--- src/blfg_pkg.sv ---
// shared types and constants for the battery level filter and charge gauge
package blfg_pkg;

    localparam int PIN_W     = 12;
    localparam int SUM_W     = 18;
    localparam int RATIO_W   = 16;
    localparam int LEVEL_W   = 32;
    localparam int CELL_W    = 16;
    localparam int PCT_W     = 7;
    localparam int FRAC_W    = 16;

    // percent unit widths
    localparam int OFF_W     = 25;
    localparam int DP_W      = 5;
    localparam int SEG_D_W   = 9;
    localparam int PNUM_W    = 14;

    localparam logic [RATIO_W-1:0] DIVIDER_RESET = 16'd8192;
    localparam logic [RATIO_W-1:0] WEIGHT_RESET  = 16'd1311;

    // register select is paddr[2]
    localparam logic REG_DIVIDER = 1'b0;
    localparam logic REG_WEIGHT  = 1'b1;

    localparam logic MODE_SEED = 1'b0;

    localparam logic [PCT_W-1:0] PCT_FULL  = 7'd100;
    localparam logic [PCT_W-1:0] PCT_EMPTY = 7'd0;

    localparam int CURVE_POINTS = 8;

    // resting-voltage curve, highest point first
    localparam logic [12:0] CURVE_MV [0:CURVE_POINTS-1] = '{
        13'd4200, 13'd4000, 13'd3850, 13'd3750, 13'd3650, 13'd3500, 13'd3300, 13'd3000
    };
    localparam logic [PCT_W-1:0] CURVE_PCT [0:CURVE_POINTS-1] = '{
        7'd100, 7'd80, 7'd60, 7'd45, 7'd30, 7'd15, 7'd5, 7'd0
    };

    typedef enum logic [2:0] {
        ST_IDLE,
        ST_SEED_MUL,
        ST_AVG_MUL,
        ST_AVG_DIV,
        ST_FILT_MUL,
        ST_PCT_GO,
        ST_PCT_WAIT,
        ST_OUT
    } blfg_state_t;

endpackage

--- src/battery_level_filter_gauge_core.sv ---
// top level: config registers, averaging, exponential filter and output stage
// seed item: the 16-step serial multiply, then the 14-step percent divide, which is skipped
//   when the level is at or past a curve end
// averaging item that closes a block: two 16-step multiplies, a 38-step divide by the sample count
//   and the percent unit, whose divide is skipped when the level is at or past a curve end
// one item at a time; the next transfer can come in the cycle after the result loads
// rst_n clears the filter, sum, count and output valid, and loads the register defaults
module battery_level_filter_gauge_core #(
    parameter int SAMPLES_PER_UPDATE = 8
) (
    input  logic        clk,
    input  logic        rst_n,
    input  logic        s_tvalid,
    output logic        s_tready,
    input  logic [15:0] s_tdata,   // [11:0] pin_millivolts, [15:12] zero
    input  logic [0:0]  s_tuser,   // [0] mode
    output logic        m_tvalid,
    input  logic        m_tready,
    output logic [23:0] m_tdata,   // [15:0] cell_millivolts, [22:16] charge_percent, [23] zero
    input  logic        psel,
    input  logic        penable,
    input  logic        pwrite,
    input  logic [2:0]  paddr,
    input  logic [31:0] pwdata,
    output logic [31:0] prdata,
    output logic        pready
);

    localparam int CNT_W   = (SAMPLES_PER_UPDATE > 1) ? $clog2(SAMPLES_PER_UPDATE) : 1;
    localparam int SDIV_W  = $clog2(SAMPLES_PER_UPDATE + 1);
    localparam int MA_W    = blfg_pkg::LEVEL_W;
    localparam int MP_W    = MA_W + blfg_pkg::RATIO_W;
    localparam int TNUM_W  = blfg_pkg::SUM_W + blfg_pkg::RATIO_W + 4;
    localparam int SEED_W  = blfg_pkg::PIN_W + blfg_pkg::RATIO_W;
    localparam int SUMP_W  = blfg_pkg::SUM_W + blfg_pkg::RATIO_W;

    blfg_pkg::blfg_state_t state_reg;
    blfg_pkg::blfg_state_t state_next;

    logic [blfg_pkg::RATIO_W-1:0] divider_reg;
    logic [blfg_pkg::RATIO_W-1:0] weight_reg;
    logic [blfg_pkg::SUM_W-1:0]   sum_reg;
    logic [blfg_pkg::SUM_W-1:0]   sum_next;
    logic [CNT_W-1:0]             count_reg;
    logic [blfg_pkg::LEVEL_W-1:0] level_reg;
    logic [blfg_pkg::LEVEL_W-1:0] level_next;
    logic                         neg_reg;
    logic                         m_tvalid_reg;
    logic [blfg_pkg::CELL_W-1:0]  cell_reg;
    logic [blfg_pkg::PCT_W-1:0]   pct_reg;

    logic                         mode;
    logic [blfg_pkg::PIN_W-1:0]   pin;
    logic                         s_accept;
    logic                         last_sample;
    logic                         cfg_write;

    logic                         mul_start;
    logic [MA_W-1:0]              mul_a;
    logic [blfg_pkg::RATIO_W-1:0] mul_b;
    logic                         mul_done;
    logic [MP_W-1:0]              mul_prod;

    logic                         div_start;
    logic                         div_done;
    logic [TNUM_W-1:0]            div_quo;

    logic                         pct_start;
    logic                         pct_done;
    logic [blfg_pkg::PCT_W-1:0]   pct_value;

    logic [blfg_pkg::LEVEL_W-1:0] target;
    logic                         target_neg;
    logic [blfg_pkg::LEVEL_W-1:0] target_mag;
    logic [blfg_pkg::LEVEL_W-1:0] filt_step;
    logic                         out_load;

    assign mode        = s_tuser[0];
    assign pin         = s_tdata[blfg_pkg::PIN_W-1:0];
    assign s_accept    = s_tvalid && s_tready;
    assign sum_next    = sum_reg + blfg_pkg::SUM_W'(pin);
    assign last_sample = (count_reg == CNT_W'(SAMPLES_PER_UPDATE - 1));

    // config port
    assign cfg_write = psel && penable && pwrite && pready;
    assign pready    = 1'b1;
    assign prdata    = (paddr[2] == blfg_pkg::REG_WEIGHT) ? {16'h0000, weight_reg}
                                                          : {16'h0000, divider_reg};

    // mean scaled by the divider, saturated to the level width
    always_comb
    begin
        target     = (|div_quo[TNUM_W-1:blfg_pkg::LEVEL_W]) ? '1
                                                            : div_quo[blfg_pkg::LEVEL_W-1:0];
        target_neg = target < level_reg;
        target_mag = target_neg ? (level_reg - target) : (target - level_reg);
        filt_step  = mul_prod[blfg_pkg::FRAC_W +: blfg_pkg::LEVEL_W];
    end

    // next state
    always_comb
    begin
        state_next = state_reg;
        case (state_reg)
            blfg_pkg::ST_IDLE:
            begin
                if (s_accept)
                begin
                    if (mode == blfg_pkg::MODE_SEED)
                    begin
                        state_next = blfg_pkg::ST_SEED_MUL;
                    end
                    else if (last_sample)
                    begin
                        state_next = blfg_pkg::ST_AVG_MUL;
                    end
                end
            end
            blfg_pkg::ST_SEED_MUL:
            begin
                if (mul_done)
                begin
                    state_next = blfg_pkg::ST_PCT_GO;
                end
            end
            blfg_pkg::ST_AVG_MUL:
            begin
                if (mul_done)
                begin
                    state_next = blfg_pkg::ST_AVG_DIV;
                end
            end
            blfg_pkg::ST_AVG_DIV:
            begin
                if (div_done)
                begin
                    state_next = blfg_pkg::ST_FILT_MUL;
                end
            end
            blfg_pkg::ST_FILT_MUL:
            begin
                if (mul_done)
                begin
                    state_next = blfg_pkg::ST_PCT_GO;
                end
            end
            blfg_pkg::ST_PCT_GO:
            begin
                state_next = blfg_pkg::ST_PCT_WAIT;
            end
            blfg_pkg::ST_PCT_WAIT:
            begin
                if (pct_done)
                begin
                    state_next = blfg_pkg::ST_OUT;
                end
            end
            blfg_pkg::ST_OUT:
            begin
                if (!m_tvalid_reg || m_tready)
                begin
                    state_next = blfg_pkg::ST_IDLE;
                end
            end
            default:
            begin
                state_next = blfg_pkg::ST_IDLE;
            end
        endcase
    end

    // control outputs
    always_comb
    begin
        s_tready  = 1'b0;
        mul_start = 1'b0;
        mul_a     = MA_W'(pin);
        mul_b     = divider_reg;
        div_start = 1'b0;
        pct_start = 1'b0;
        out_load  = 1'b0;
        case (state_reg)
            blfg_pkg::ST_IDLE:
            begin
                s_tready  = 1'b1;
                mul_start = s_accept && ((mode == blfg_pkg::MODE_SEED) || last_sample);
                mul_a     = (mode == blfg_pkg::MODE_SEED) ? MA_W'(pin) : MA_W'(sum_next);
            end
            blfg_pkg::ST_AVG_MUL:
            begin
                div_start = mul_done;
            end
            blfg_pkg::ST_AVG_DIV:
            begin
                mul_start = div_done;
                mul_a     = target_mag;
                mul_b     = weight_reg;
            end
            blfg_pkg::ST_PCT_GO:
            begin
                pct_start = 1'b1;
            end
            blfg_pkg::ST_OUT:
            begin
                out_load = !m_tvalid_reg || m_tready;
            end
            default:
            begin
                out_load = 1'b0;
            end
        endcase
    end

    // new filter level
    always_comb
    begin
        level_next = level_reg;
        if ((state_reg == blfg_pkg::ST_SEED_MUL) && mul_done)
        begin
            level_next = {mul_prod[SEED_W-1:0], 4'h0};
        end
        else if ((state_reg == blfg_pkg::ST_FILT_MUL) && mul_done)
        begin
            // magnitude then sign, so the step truncates toward zero
            level_next = neg_reg ? (level_reg - filt_step) : (level_reg + filt_step);
        end
    end

    blfg_mul_serial #(
        .A_W (MA_W),
        .B_W (blfg_pkg::RATIO_W)
    ) u_mul (
        .clk   (clk),
        .rst_n (rst_n),
        .start (mul_start),
        .a     (mul_a),
        .b     (mul_b),
        .done  (mul_done),
        .prod  (mul_prod)
    );

    blfg_div_serial #(
        .N_W (TNUM_W),
        .D_W (SDIV_W)
    ) u_div (
        .clk   (clk),
        .rst_n (rst_n),
        .start (div_start),
        .num   ({mul_prod[SUMP_W-1:0], 4'h0}),
        .den   (SDIV_W'(SAMPLES_PER_UPDATE)),
        .done  (div_done),
        .quo   (div_quo)
    );

    blfg_percent u_pct (
        .clk     (clk),
        .rst_n   (rst_n),
        .start   (pct_start),
        .level   (level_reg),
        .done    (pct_done),
        .percent (pct_value)
    );

    always_ff @(posedge clk or negedge rst_n)
    begin
        if (!rst_n)
        begin
            state_reg    <= blfg_pkg::ST_IDLE;
            divider_reg  <= blfg_pkg::DIVIDER_RESET;
            weight_reg   <= blfg_pkg::WEIGHT_RESET;
            sum_reg      <= '0;
            count_reg    <= '0;
            level_reg    <= '0;
            m_tvalid_reg <= 1'b0;
        end
        else
        begin
            state_reg <= state_next;
            level_reg <= level_next;
            if (cfg_write)
            begin
                if (paddr[2] == blfg_pkg::REG_WEIGHT)
                begin
                    weight_reg <= pwdata[blfg_pkg::RATIO_W-1:0];
                end
                else
                begin
                    divider_reg <= pwdata[blfg_pkg::RATIO_W-1:0];
                end
            end
            if (s_accept)
            begin
                if ((mode == blfg_pkg::MODE_SEED) || last_sample)
                begin
                    sum_reg   <= '0;
                    count_reg <= '0;
                end
                else
                begin
                    sum_reg   <= sum_next;
                    count_reg <= count_reg + 1'b1;
                end
            end
            if (out_load)
            begin
                m_tvalid_reg <= 1'b1;
            end
            else if (m_tready)
            begin
                m_tvalid_reg <= 1'b0;
            end
        end
    end

    always_ff @(posedge clk)
    begin
        if ((state_reg == blfg_pkg::ST_AVG_DIV) && div_done)
        begin
            neg_reg <= target_neg;
        end
        if (out_load)
        begin
            cell_reg <= level_reg[blfg_pkg::LEVEL_W-1:blfg_pkg::FRAC_W];
            pct_reg  <= pct_value;
        end
    end

    assign m_tvalid = m_tvalid_reg;
    assign m_tdata  = {1'b0, pct_reg, cell_reg};

endmodule

--- src/blfg_mul_serial.sv ---
// shift-add multiplier, one bit of the multiplier operand per cycle
module blfg_mul_serial #(
    parameter int A_W = 32,
    parameter int B_W = 16
) (
    input  logic                 clk,
    input  logic                 rst_n,
    input  logic                 start,
    input  logic [A_W-1:0]       a,
    input  logic [B_W-1:0]       b,
    output logic                 done,
    output logic [A_W+B_W-1:0]   prod
);

    localparam int P_W   = A_W + B_W;
    localparam int CNT_W = $clog2(B_W + 1);

    logic [A_W-1:0]   a_reg;
    logic [B_W-1:0]   b_reg;
    logic [P_W-1:0]   acc_reg;
    logic [P_W-1:0]   acc_next;
    logic [CNT_W-1:0] cnt_reg;
    logic             busy_reg;
    logic             done_reg;

    // msb first: shift the partial sum and add the operand when the bit is set
    always_comb
    begin
        acc_next = {acc_reg[P_W-2:0], 1'b0} + (b_reg[B_W-1] ? P_W'(a_reg) : '0);
    end

    always_ff @(posedge clk or negedge rst_n)
    begin
        if (!rst_n)
        begin
            busy_reg <= 1'b0;
            done_reg <= 1'b0;
            cnt_reg  <= '0;
        end
        else
        begin
            done_reg <= 1'b0;
            if (start)
            begin
                busy_reg <= 1'b1;
                cnt_reg  <= CNT_W'(B_W);
            end
            else if (busy_reg)
            begin
                cnt_reg <= cnt_reg - 1'b1;
                if (cnt_reg == CNT_W'(1))
                begin
                    busy_reg <= 1'b0;
                    done_reg <= 1'b1;
                end
            end
        end
    end

    always_ff @(posedge clk)
    begin
        if (start)
        begin
            a_reg   <= a;
            b_reg   <= b;
            acc_reg <= '0;
        end
        else if (busy_reg)
        begin
            b_reg   <= {b_reg[B_W-2:0], 1'b0};
            acc_reg <= acc_next;
        end
    end

    assign done = done_reg;
    assign prod = acc_reg;

endmodule

--- src/blfg_div_serial.sv ---
// restoring divider, one quotient bit per cycle
module blfg_div_serial #(
    parameter int N_W = 38,
    parameter int D_W = 4
) (
    input  logic           clk,
    input  logic           rst_n,
    input  logic           start,
    input  logic [N_W-1:0] num,
    input  logic [D_W-1:0] den,
    output logic           done,
    output logic [N_W-1:0] quo
);

    localparam int CNT_W = $clog2(N_W + 1);

    logic [N_W-1:0]   num_reg;
    logic [D_W-1:0]   den_reg;
    logic [D_W-1:0]   rem_reg;
    logic [D_W:0]     trial;
    logic [D_W:0]     diff;
    logic             q_bit;
    logic [D_W-1:0]   rem_next;
    logic [CNT_W-1:0] cnt_reg;
    logic             busy_reg;
    logic             done_reg;

    always_comb
    begin
        trial    = {rem_reg, num_reg[N_W-1]};
        diff     = trial - {1'b0, den_reg};
        q_bit    = (trial >= {1'b0, den_reg});
        rem_next = q_bit ? diff[D_W-1:0] : trial[D_W-1:0];
    end

    always_ff @(posedge clk or negedge rst_n)
    begin
        if (!rst_n)
        begin
            busy_reg <= 1'b0;
            done_reg <= 1'b0;
            cnt_reg  <= '0;
        end
        else
        begin
            done_reg <= 1'b0;
            if (start)
            begin
                busy_reg <= 1'b1;
                cnt_reg  <= CNT_W'(N_W);
            end
            else if (busy_reg)
            begin
                cnt_reg <= cnt_reg - 1'b1;
                if (cnt_reg == CNT_W'(1))
                begin
                    busy_reg <= 1'b0;
                    done_reg <= 1'b1;
                end
            end
        end
    end

    // dividend bits shift out the top while quotient bits shift in below
    always_ff @(posedge clk)
    begin
        if (start)
        begin
            num_reg <= num;
            den_reg <= den;
            rem_reg <= '0;
        end
        else if (busy_reg)
        begin
            num_reg <= {num_reg[N_W-2:0], q_bit};
            rem_reg <= rem_next;
        end
    end

    assign done = done_reg;
    assign quo  = num_reg;

endmodule

--- src/blfg_percent.sv ---
// piecewise-linear mapping of the filtered level to charge percent
module blfg_percent (
    input  logic                         clk,
    input  logic                         rst_n,
    input  logic                         start,
    input  logic [blfg_pkg::LEVEL_W-1:0] level,
    output logic                         done,
    output logic [blfg_pkg::PCT_W-1:0]   percent
);

    localparam int PROD_W = blfg_pkg::OFF_W + blfg_pkg::DP_W;

    logic                          full_now;
    logic                          empty_now;
    logic [blfg_pkg::LEVEL_W-1:0]  hi_lvl;
    logic [blfg_pkg::LEVEL_W-1:0]  lo_lvl;
    logic [blfg_pkg::OFF_W-1:0]    seg_off;
    logic [blfg_pkg::DP_W-1:0]     seg_dp;
    logic [blfg_pkg::SEG_D_W-1:0]  seg_d;
    logic [blfg_pkg::PCT_W-1:0]    seg_plo;

    logic                          go_reg;
    logic                          full_reg;
    logic                          empty_reg;
    logic [blfg_pkg::OFF_W-1:0]    off_reg;
    logic [blfg_pkg::DP_W-1:0]     dp_reg;
    logic [blfg_pkg::SEG_D_W-1:0]  d_reg;
    logic [blfg_pkg::PCT_W-1:0]    plo_reg;
    logic [blfg_pkg::PCT_W-1:0]    percent_reg;
    logic                          done_reg;

    logic [PROD_W-1:0]             scaled;
    logic                          div_start;
    logic                          div_done;
    logic [blfg_pkg::PNUM_W-1:0]   div_quo;

    always_comb
    begin
        full_now  = level >= blfg_pkg::LEVEL_W'({blfg_pkg::CURVE_MV[0], 16'h0000});
        empty_now = level <= blfg_pkg::LEVEL_W'(
                        {blfg_pkg::CURVE_MV[blfg_pkg::CURVE_POINTS-1], 16'h0000});
        hi_lvl  = '0;
        lo_lvl  = '0;
        seg_off = '0;
        seg_dp  = '0;
        seg_d   = '0;
        seg_plo = '0;
        for (int i = 0; i < blfg_pkg::CURVE_POINTS - 1; i++)
        begin
            hi_lvl = blfg_pkg::LEVEL_W'({blfg_pkg::CURVE_MV[i], 16'h0000});
            lo_lvl = blfg_pkg::LEVEL_W'({blfg_pkg::CURVE_MV[i+1], 16'h0000});
            if ((level <= hi_lvl) && (level > lo_lvl))
            begin
                seg_off = blfg_pkg::OFF_W'(level - lo_lvl);
                seg_dp  = blfg_pkg::DP_W'(blfg_pkg::CURVE_PCT[i] - blfg_pkg::CURVE_PCT[i+1]);
                seg_d   = blfg_pkg::SEG_D_W'(blfg_pkg::CURVE_MV[i] - blfg_pkg::CURVE_MV[i+1]);
                seg_plo = blfg_pkg::CURVE_PCT[i+1];
            end
        end
    end

    // the offset carries 16 fraction bits and the segment width none, so drop them from the dividend
    assign scaled    = PROD_W'(off_reg) * PROD_W'(dp_reg);
    assign div_start = go_reg && !full_reg && !empty_reg;

    blfg_div_serial #(
        .N_W (blfg_pkg::PNUM_W),
        .D_W (blfg_pkg::SEG_D_W)
    ) u_div (
        .clk   (clk),
        .rst_n (rst_n),
        .start (div_start),
        .num   (scaled[PROD_W-1:blfg_pkg::FRAC_W]),
        .den   (d_reg),
        .done  (div_done),
        .quo   (div_quo)
    );

    always_ff @(posedge clk or negedge rst_n)
    begin
        if (!rst_n)
        begin
            go_reg   <= 1'b0;
            done_reg <= 1'b0;
        end
        else
        begin
            go_reg   <= start;
            done_reg <= (go_reg && (full_reg || empty_reg)) || div_done;
        end
    end

    always_ff @(posedge clk)
    begin
        if (start)
        begin
            full_reg  <= full_now;
            empty_reg <= empty_now;
            off_reg   <= seg_off;
            dp_reg    <= seg_dp;
            d_reg     <= seg_d;
            plo_reg   <= seg_plo;
        end
        if (go_reg && full_reg)
        begin
            percent_reg <= blfg_pkg::PCT_FULL;
        end
        else if (go_reg && empty_reg)
        begin
            percent_reg <= blfg_pkg::PCT_EMPTY;
        end
        else if (div_done)
        begin
            percent_reg <= plo_reg + div_quo[blfg_pkg::PCT_W-1:0];
        end
    end

    assign done    = done_reg;
    assign percent = percent_reg;

endmodule

--- config.mk ---
export PLATFORM = sky130hd
export DESIGN_NAME = battery_level_filter_gauge_core
export DESIGN_NICKNAME = d
export VERILOG_FILES = /design/src/blfg_pkg.sv /design/src/battery_level_filter_gauge_core.sv /design/src/blfg_mul_serial.sv /design/src/blfg_div_serial.sv /design/src/blfg_percent.sv
export SDC_FILE = /design/constraint.sdc
export NUM_CORES = 1
export LEC_CHECK = 0
export ABC_AREA = 1
export BUFFER_PORTS_ARGS = -buffer_cell sky130_fd_sc_hd__buf_4
export CORE_MARGIN = 2
export CORE_UTILIZATION = 40
export DETAILED_ROUTE_END_ITERATION = 8
export SETUP_SLACK_MARGIN = 0.02
export SYNTH_ARGS = -nofsm -noshare
export SYNTH_HDL_FRONTEND = slang
export SYNTH_SLANG_ARGS = --single-unit
--- constraint.sdc ---
create_clock -name clk -period 4.32 [get_ports clk]
set_clock_uncertainty 0.2 [all_clocks]
set_input_delay 0.432 -clock clk [delete_from_list [all_inputs] [get_ports clk]]
set_output_delay 0.432 -clock clk [all_outputs]
set_load 0.03 [all_outputs]
Yosys cells after proc, flatten, opt, wreduce, memory -nomap -nowiden
Index checks and enable logic that the tools add are counted.

Register bits after elaboration: 361. Latch bits: 0. Bits in writable memories: 0. ROM bits: 0. Bits of input ports: 59. Output and inout port bits: 59. Word-level logic and storage cells: 236. Memories: 0.

$add $sub $neg: 20. Multipliers: 1. Div/mod/pow operators: 0. Magnitude comparators: 19. Eq/ne operators: 18. Shifts and indexed selects: 0. Mux-type cells: 87. Bitwise gates (word level): 2. Reductions and logical operators: 44.

Operators with widths (number): 32-bit by 28-bit > comparator with 1-bit output, second input constant (7); 32-bit by 28-bit <= comparator with 1-bit output, second input constant (7); 32-bit two-way mux (6); 25-bit two-way mux (7); 25-bit subtractor, second input constant (4); 32-bit subtractor (3); 38-bit two-way mux (2); 16-bit two-way mux (4); 32-bit one-hot mux with 2 select lines (1); 25-bit by 24-bit subtractor with 25-bit output, second input constant (2); 48-bit adder (1); 8-bit two-way mux (6); 18-bit two-way mux (2); 32-bit adder (1); 32-bit by 29-bit greater-or-equal comparator with 1-bit output, second input constant (1); 32-bit by 29-bit <= comparator with 1-bit output, second input constant (1); 32-bit less-than comparator (1); 4-bit two-way mux (8); 25-bit by 5-bit multiplier with 30-bit output (1); 3-bit two-way mux (10); 14-bit two-way mux (2); 5-bit two-way mux (5); 25-bit by 23-bit subtractor with 25-bit output, second input constant (1); 1-bit two-way mux (24); 37 further kinds (84).

Logic depth before layout (Yosys ltp)
Word-level depth: 9. Gate-level depth with buffers: 23. Depth with buffers taken out: 23.

Cells and area by module
From an unflattened synthesis, not the netlist that was laid out.

Cell total of the unflattened synthesis: 4699. Area total of the unflattened synthesis: 32387.3 um^2.

Modules (own cells, without submodules): battery_level_filter_gauge_core (times used 1, cells an instance 2068, area an instance 12941.2 um^2, seq. area each 2957.8 um^2); blfg_percent (times used 1, cells an instance 1047, area an instance 7805.0 um^2, seq. area each 1541.5 um^2); blfg_mul_serial (times used 1, cells an instance 1062, area an instance 7001.7 um^2, seq. area each 2577.5 um^2); blfg_div_serial (u_div) (times used 1, cells an instance 259, area an instance 2477.4 um^2, seq. area each 1541.5 um^2); blfg_div_serial (u_pct.u_div) (times used 1, cells an instance 263, area an instance 2162.1 um^2, seq. area each 1021.0 um^2).

Least setup slack after synthesis
OpenSTA, ideal clock, no wires.

Path type: reg-to-reg. Start: register state_reg[2]. End: register u_pct.d_reg[1] (netlist name), enable pin. Library setup time: 508 ps. Data arrival time: 3701 ps. Data required time: 3612 ps. Setup slack: -89 ps. Cell stages (with the launch flop): 3. Buffers on the path: 0. Clock period less this slack: 4409 ps. Cell sequence: dfrtp_1 inv_1 nor3_1.

Longest elaborated chain between the ends: 2.

Ends and longest elaborated chain: start: declaration (line battery_level_filter_gauge_core.sv:37) `blfg_pkg::blfg_state_t state_reg;`; start signal: assignment (line battery_level_filter_gauge_core.sv:268) `state_reg <= blfg_pkg::ST_IDLE;`; start signal: assignment (line battery_level_filter_gauge_core.sv:278) `state_reg <= state_next;`; 3-bit == test (line battery_level_filter_gauge_core.sv:182) `case (state_reg)`; 1-bit two-way mux (line battery_level_filter_gauge_core.sv:182); net pct_start (line battery_level_filter_gauge_core.sv:68) `logic pct_start;`; end signal: assignment (line blfg_percent.sv:101) `d_reg <= seg_d;`; end: declaration (line blfg_percent.sv:27) `logic [blfg_pkg::SEG_D_W-1:0] d_reg;`.

The timed path passes the listed nets, and every way through them passes these cells. A chain may end at the register's enable or synchronous reset.

Final worst setup path
Start: register u_pct.dp_reg[1] (netlist name). End: register u_pct.u_div.num_reg[5] (netlist: u_pct.u_div.quo[5]) (data pin).

Longest elaborated chain between the ends: 2.

Ends and longest elaborated chain: start: declaration (line blfg_percent.sv:26) `logic [blfg_pkg::DP_W-1:0] dp_reg;`; start signal: assignment (line blfg_percent.sv:100) `dp_reg <= seg_dp;`; 25-bit by 5-bit multiplier with 30-bit output (line blfg_percent.sv:63) `assign scaled = PROD_W'(off_reg) * PROD_W'(dp_reg);`; 14-bit two-way mux (line blfg_div_serial.sv:67) `if (start)`; end signal: assignment (line blfg_div_serial.sv:69) `num_reg <= num;`; end signal: assignment (line blfg_div_serial.sv:75) `num_reg <= {num_reg[N_W-2:0], q_bit};`; end: declaration (line blfg_div_serial.sv:17) `logic [N_W-1:0] num_reg;`.

No other way between the ends.

==> reports/results.ini <==
[global_route]
grt_overflow=0
first_global_vias=30900
grt_antenna_before_repair=0
grt_start_max_net_pins=83
grt_first_pass_wirelength_um=172000
grt.total_usage_pct=25.8

[routing]
drt_iter0_drc=2127
dr_total_vias=32500
drc=0
avgViaCountPerCell=5.12
drt_pass1_iterations=6
drt.antenna.violating_nets=0
post_drt_wl_per_cell_um=17.6
drt-total-wl_um=111000

[synth]
yosysWarnings=0
synth.cell_area_um2=32800
synth.ff_latch_count=356
async_reset_ff_share_pct=31.5
synth-main-ff-cell=edfxtp_1
syn-instance-count=5044
yosysSeqAreaShare_pct=28.7
syn-mean-instance-area_um2=6.51
synth.lib_cells_used.distinct=59
synth-edff-count=172

[cts]
clockBufferDepth=3
insertion_delay_ns=0.62
total_number_of_clock_tree_sinks=356
tritoncts.num_buffers=45
path_clk_slew_ns=0.06
cts-root-buf=clkbuf_16
cts-htree-levels=2
cts_tree=yes

[worst_hold_path]
hold_path_class=input pin to flop
min-delay-start=s_tdata[2]
number_of_cells_on_the_worst_hold_path=5

[worst_setup_path]
worst_case_reg_to_reg_path_depth=18
worst_ep_arrival_time_ns=4.33
startpoint_of_the_most_critical_setup_path=u_pct.dp_reg[1]$_SDFFCE_PP0P_
worstPathMaxFanout=4
startpoint_type=flop
critical_path_class=flop to flop
timing.rr.start=u_pct.dp_reg[1]$_SDFFCE_PP0P_
endpoint_kind=flop
crit_required_ns=4.45

[timing]
final_min_period_over_clock_period_pct=97.1
worst-slew-pin-transition_ns=0.961
report.final.setup_viol=0
setup_repair_after_global_routing_missed_its_margin=yes
report.final.slew_viol_count=0
finalWorstPathRequiredPeriod_ns=4.19
achievable-frequency_ghz=0.238
final.setup.worst_slack_ns=0.126
max_slew_margin_pct=35.7
finalHoldViolCount=0

[finish]
fillerInstances=8594
mostFrequentLayoutCells=nand2_1 (1,660), inv_1 (898), nor2_1 (410)
design.final.nets=5578
fin_util_pct=46.1
antenna_cells=0
finish.instance_area_um2=37700
largest_register_ff_count=48
drive_above_1_share_pct=9.02
synthToLayoutAreaGrowth_pct=14.7
post_route_insts_no_fill=6338
leading_cell_type_in_the_layout_fill_and_taps_excluded=nand2_1

[floorplanning]
fp.dieW_um=291
die_h_um=291
num_io_pins=118
design.core.area_um2=81700
starting_density_pct=40.2
full_die_area_um2=84400
number_of_core_rows=105

[place]
dpl-instance-area_um2=35300
dp.final_hpwl_um=89000
port_buffers=77
place.gp.congestion=0.978
placed_cells_incl_taps=6222
pre_cts_ws_ns=-0.0790

[status]
result_of_the_run=finished clean

[run]
maxCapViolations=0

metal layers:
layer	GRT usage, %	share of wire (%)	wire length [µm]	up-vias
met3	2.52	5.2	5740	216
met2	44.6	47	52800	933
met1	33.1	43	48000	15100
li1	-	-	-	16200
met5	0	0	0	-
met4	10.6	4.3	4780	0
worst paths after layout:
| check | end | slack, ns |
|---|---|---|
| hold / removal | u_mul.a_reg[2]$_DFFE_PP_ | 0.05 |
| min in group asynchronous | u_pct.u_div.cnt_reg[3]$_DFFE_PN0P_ | 0.16 |
| setup reg to reg | u_pct.u_div.quo[5]$_DFFE_PP_ | 0.13 |
| setup / recovery | u_pct.u_div.quo[5]$_DFFE_PP_ | 0.13 |
| max in group asynchronous | weight_reg[10]$_DFFE_PN1P_ | 2.81 |
| hold reg to reg | pct_reg[3]$_DFFE_PP_ | 0.21 |
what timing repair did:
| item | CTS | global route |
|---|---|---|
| pin swaps | 0 | 44 |
| endpoints found under the setup margin | 8 | 15 |
| cloned | 0 | 2 |
| endpoints found under the hold margin | 80 | 0 |
| hold buffers | 20 | 0 |
| resized for setup | 13 | 128 |
| buffers inserted | 1 | 9 |
critical path, stage by stage, from the launching register on:
cell and delay, ns:
edfxtp_1 0.44, buf_6 0.16, buf_4 0.15, nand2_1 0.05, inv_1 0.06, fa_1 0.46, fa_1 0.51, inv_1 0.05
fa_1 0.53, inv_1 0.07, ha_4 0.26, a21oi_2 0.14, o21a_1 0.19, o21ai_2 0.08, inv_1 0.07, nand3_2 0.11
or2_2 0.29, nand3_1 0.07, nand2_1 0.05
logic make-up (layout without fill, tap and decap cells):
group           after synthesis  count (layout)  share of synthesized area (%)
other cells                   2              18                         0.0229
flops                       356             356                           28.7
fa+ha+maj                   288             288                           12.5
buf+inv                    1042            1250                           12.4
xor+xnor                    134             134                           3.57
compound gates              603             603                           10.2
simple gates               2619            2619                           32.6
stage by stage:
| step | TNS [ns] | hold slack (ns) |
|---|---|---|
| after floorplan | 0 | -0.0636 |
| final | 0 | 0.0485 |
| after global placement | -0.155 | 0.205 |
| after global routing | -0.156 | 0.0600 |
| after detailed placement | -0.318 | 0.205 |
| after CTS | 0 | 0.0178 |
final cells by class:
type                    count  area, µm²  share of cell area, %
clock inverters            19        203                  0.538
flip-flops and latches    356       9420                   25.0
multi-input cells        3662      20000                   53.1
repair buffers            244       1970                   5.22
clock buffers              65       1280                   3.40
well taps                1070       1340                   3.55
inverters                 922       3460                   9.19
synthesized netlist by cell type, drive strengths merged, types with 2 or more instances:
library cell  count  area share [%]
inv             918              10
o211ai           13            0.30
edfxtp          172              16
a21oi           215             3.3
a22o              4            0.11
o31ai             4           0.091
clkbuf           68            0.78
nand4            64             1.2
dfxtp            72             4.4
nor3             51            0.79
nor4              5           0.095
conb              2           0.023
a21boi            9            0.21
o21ai           243             3.7
nor2            455             5.5
and2              5            0.10
a31oi            18            0.34
xor2            104             2.8
a21o             10            0.23
nand3b           18            0.41
xnor2            30            0.80
fa               65             4.0
a32o              2           0.061
o21bai           36            0.82
o22ai            26            0.50
nand2          1687              19
or2               9            0.17
o21a              7            0.16
a22oi             4           0.091
clkinv            4           0.046
nand3           323             5.0
buf              52             1.1
dfrtp           104             7.9
o32ai             3           0.080
ha              223             8.5
a31o              4            0.11
dfstp             8            0.64
Power is not shown: default switching activity piles up to over one toggle a cycle in this logic, so the estimate is an artifact.
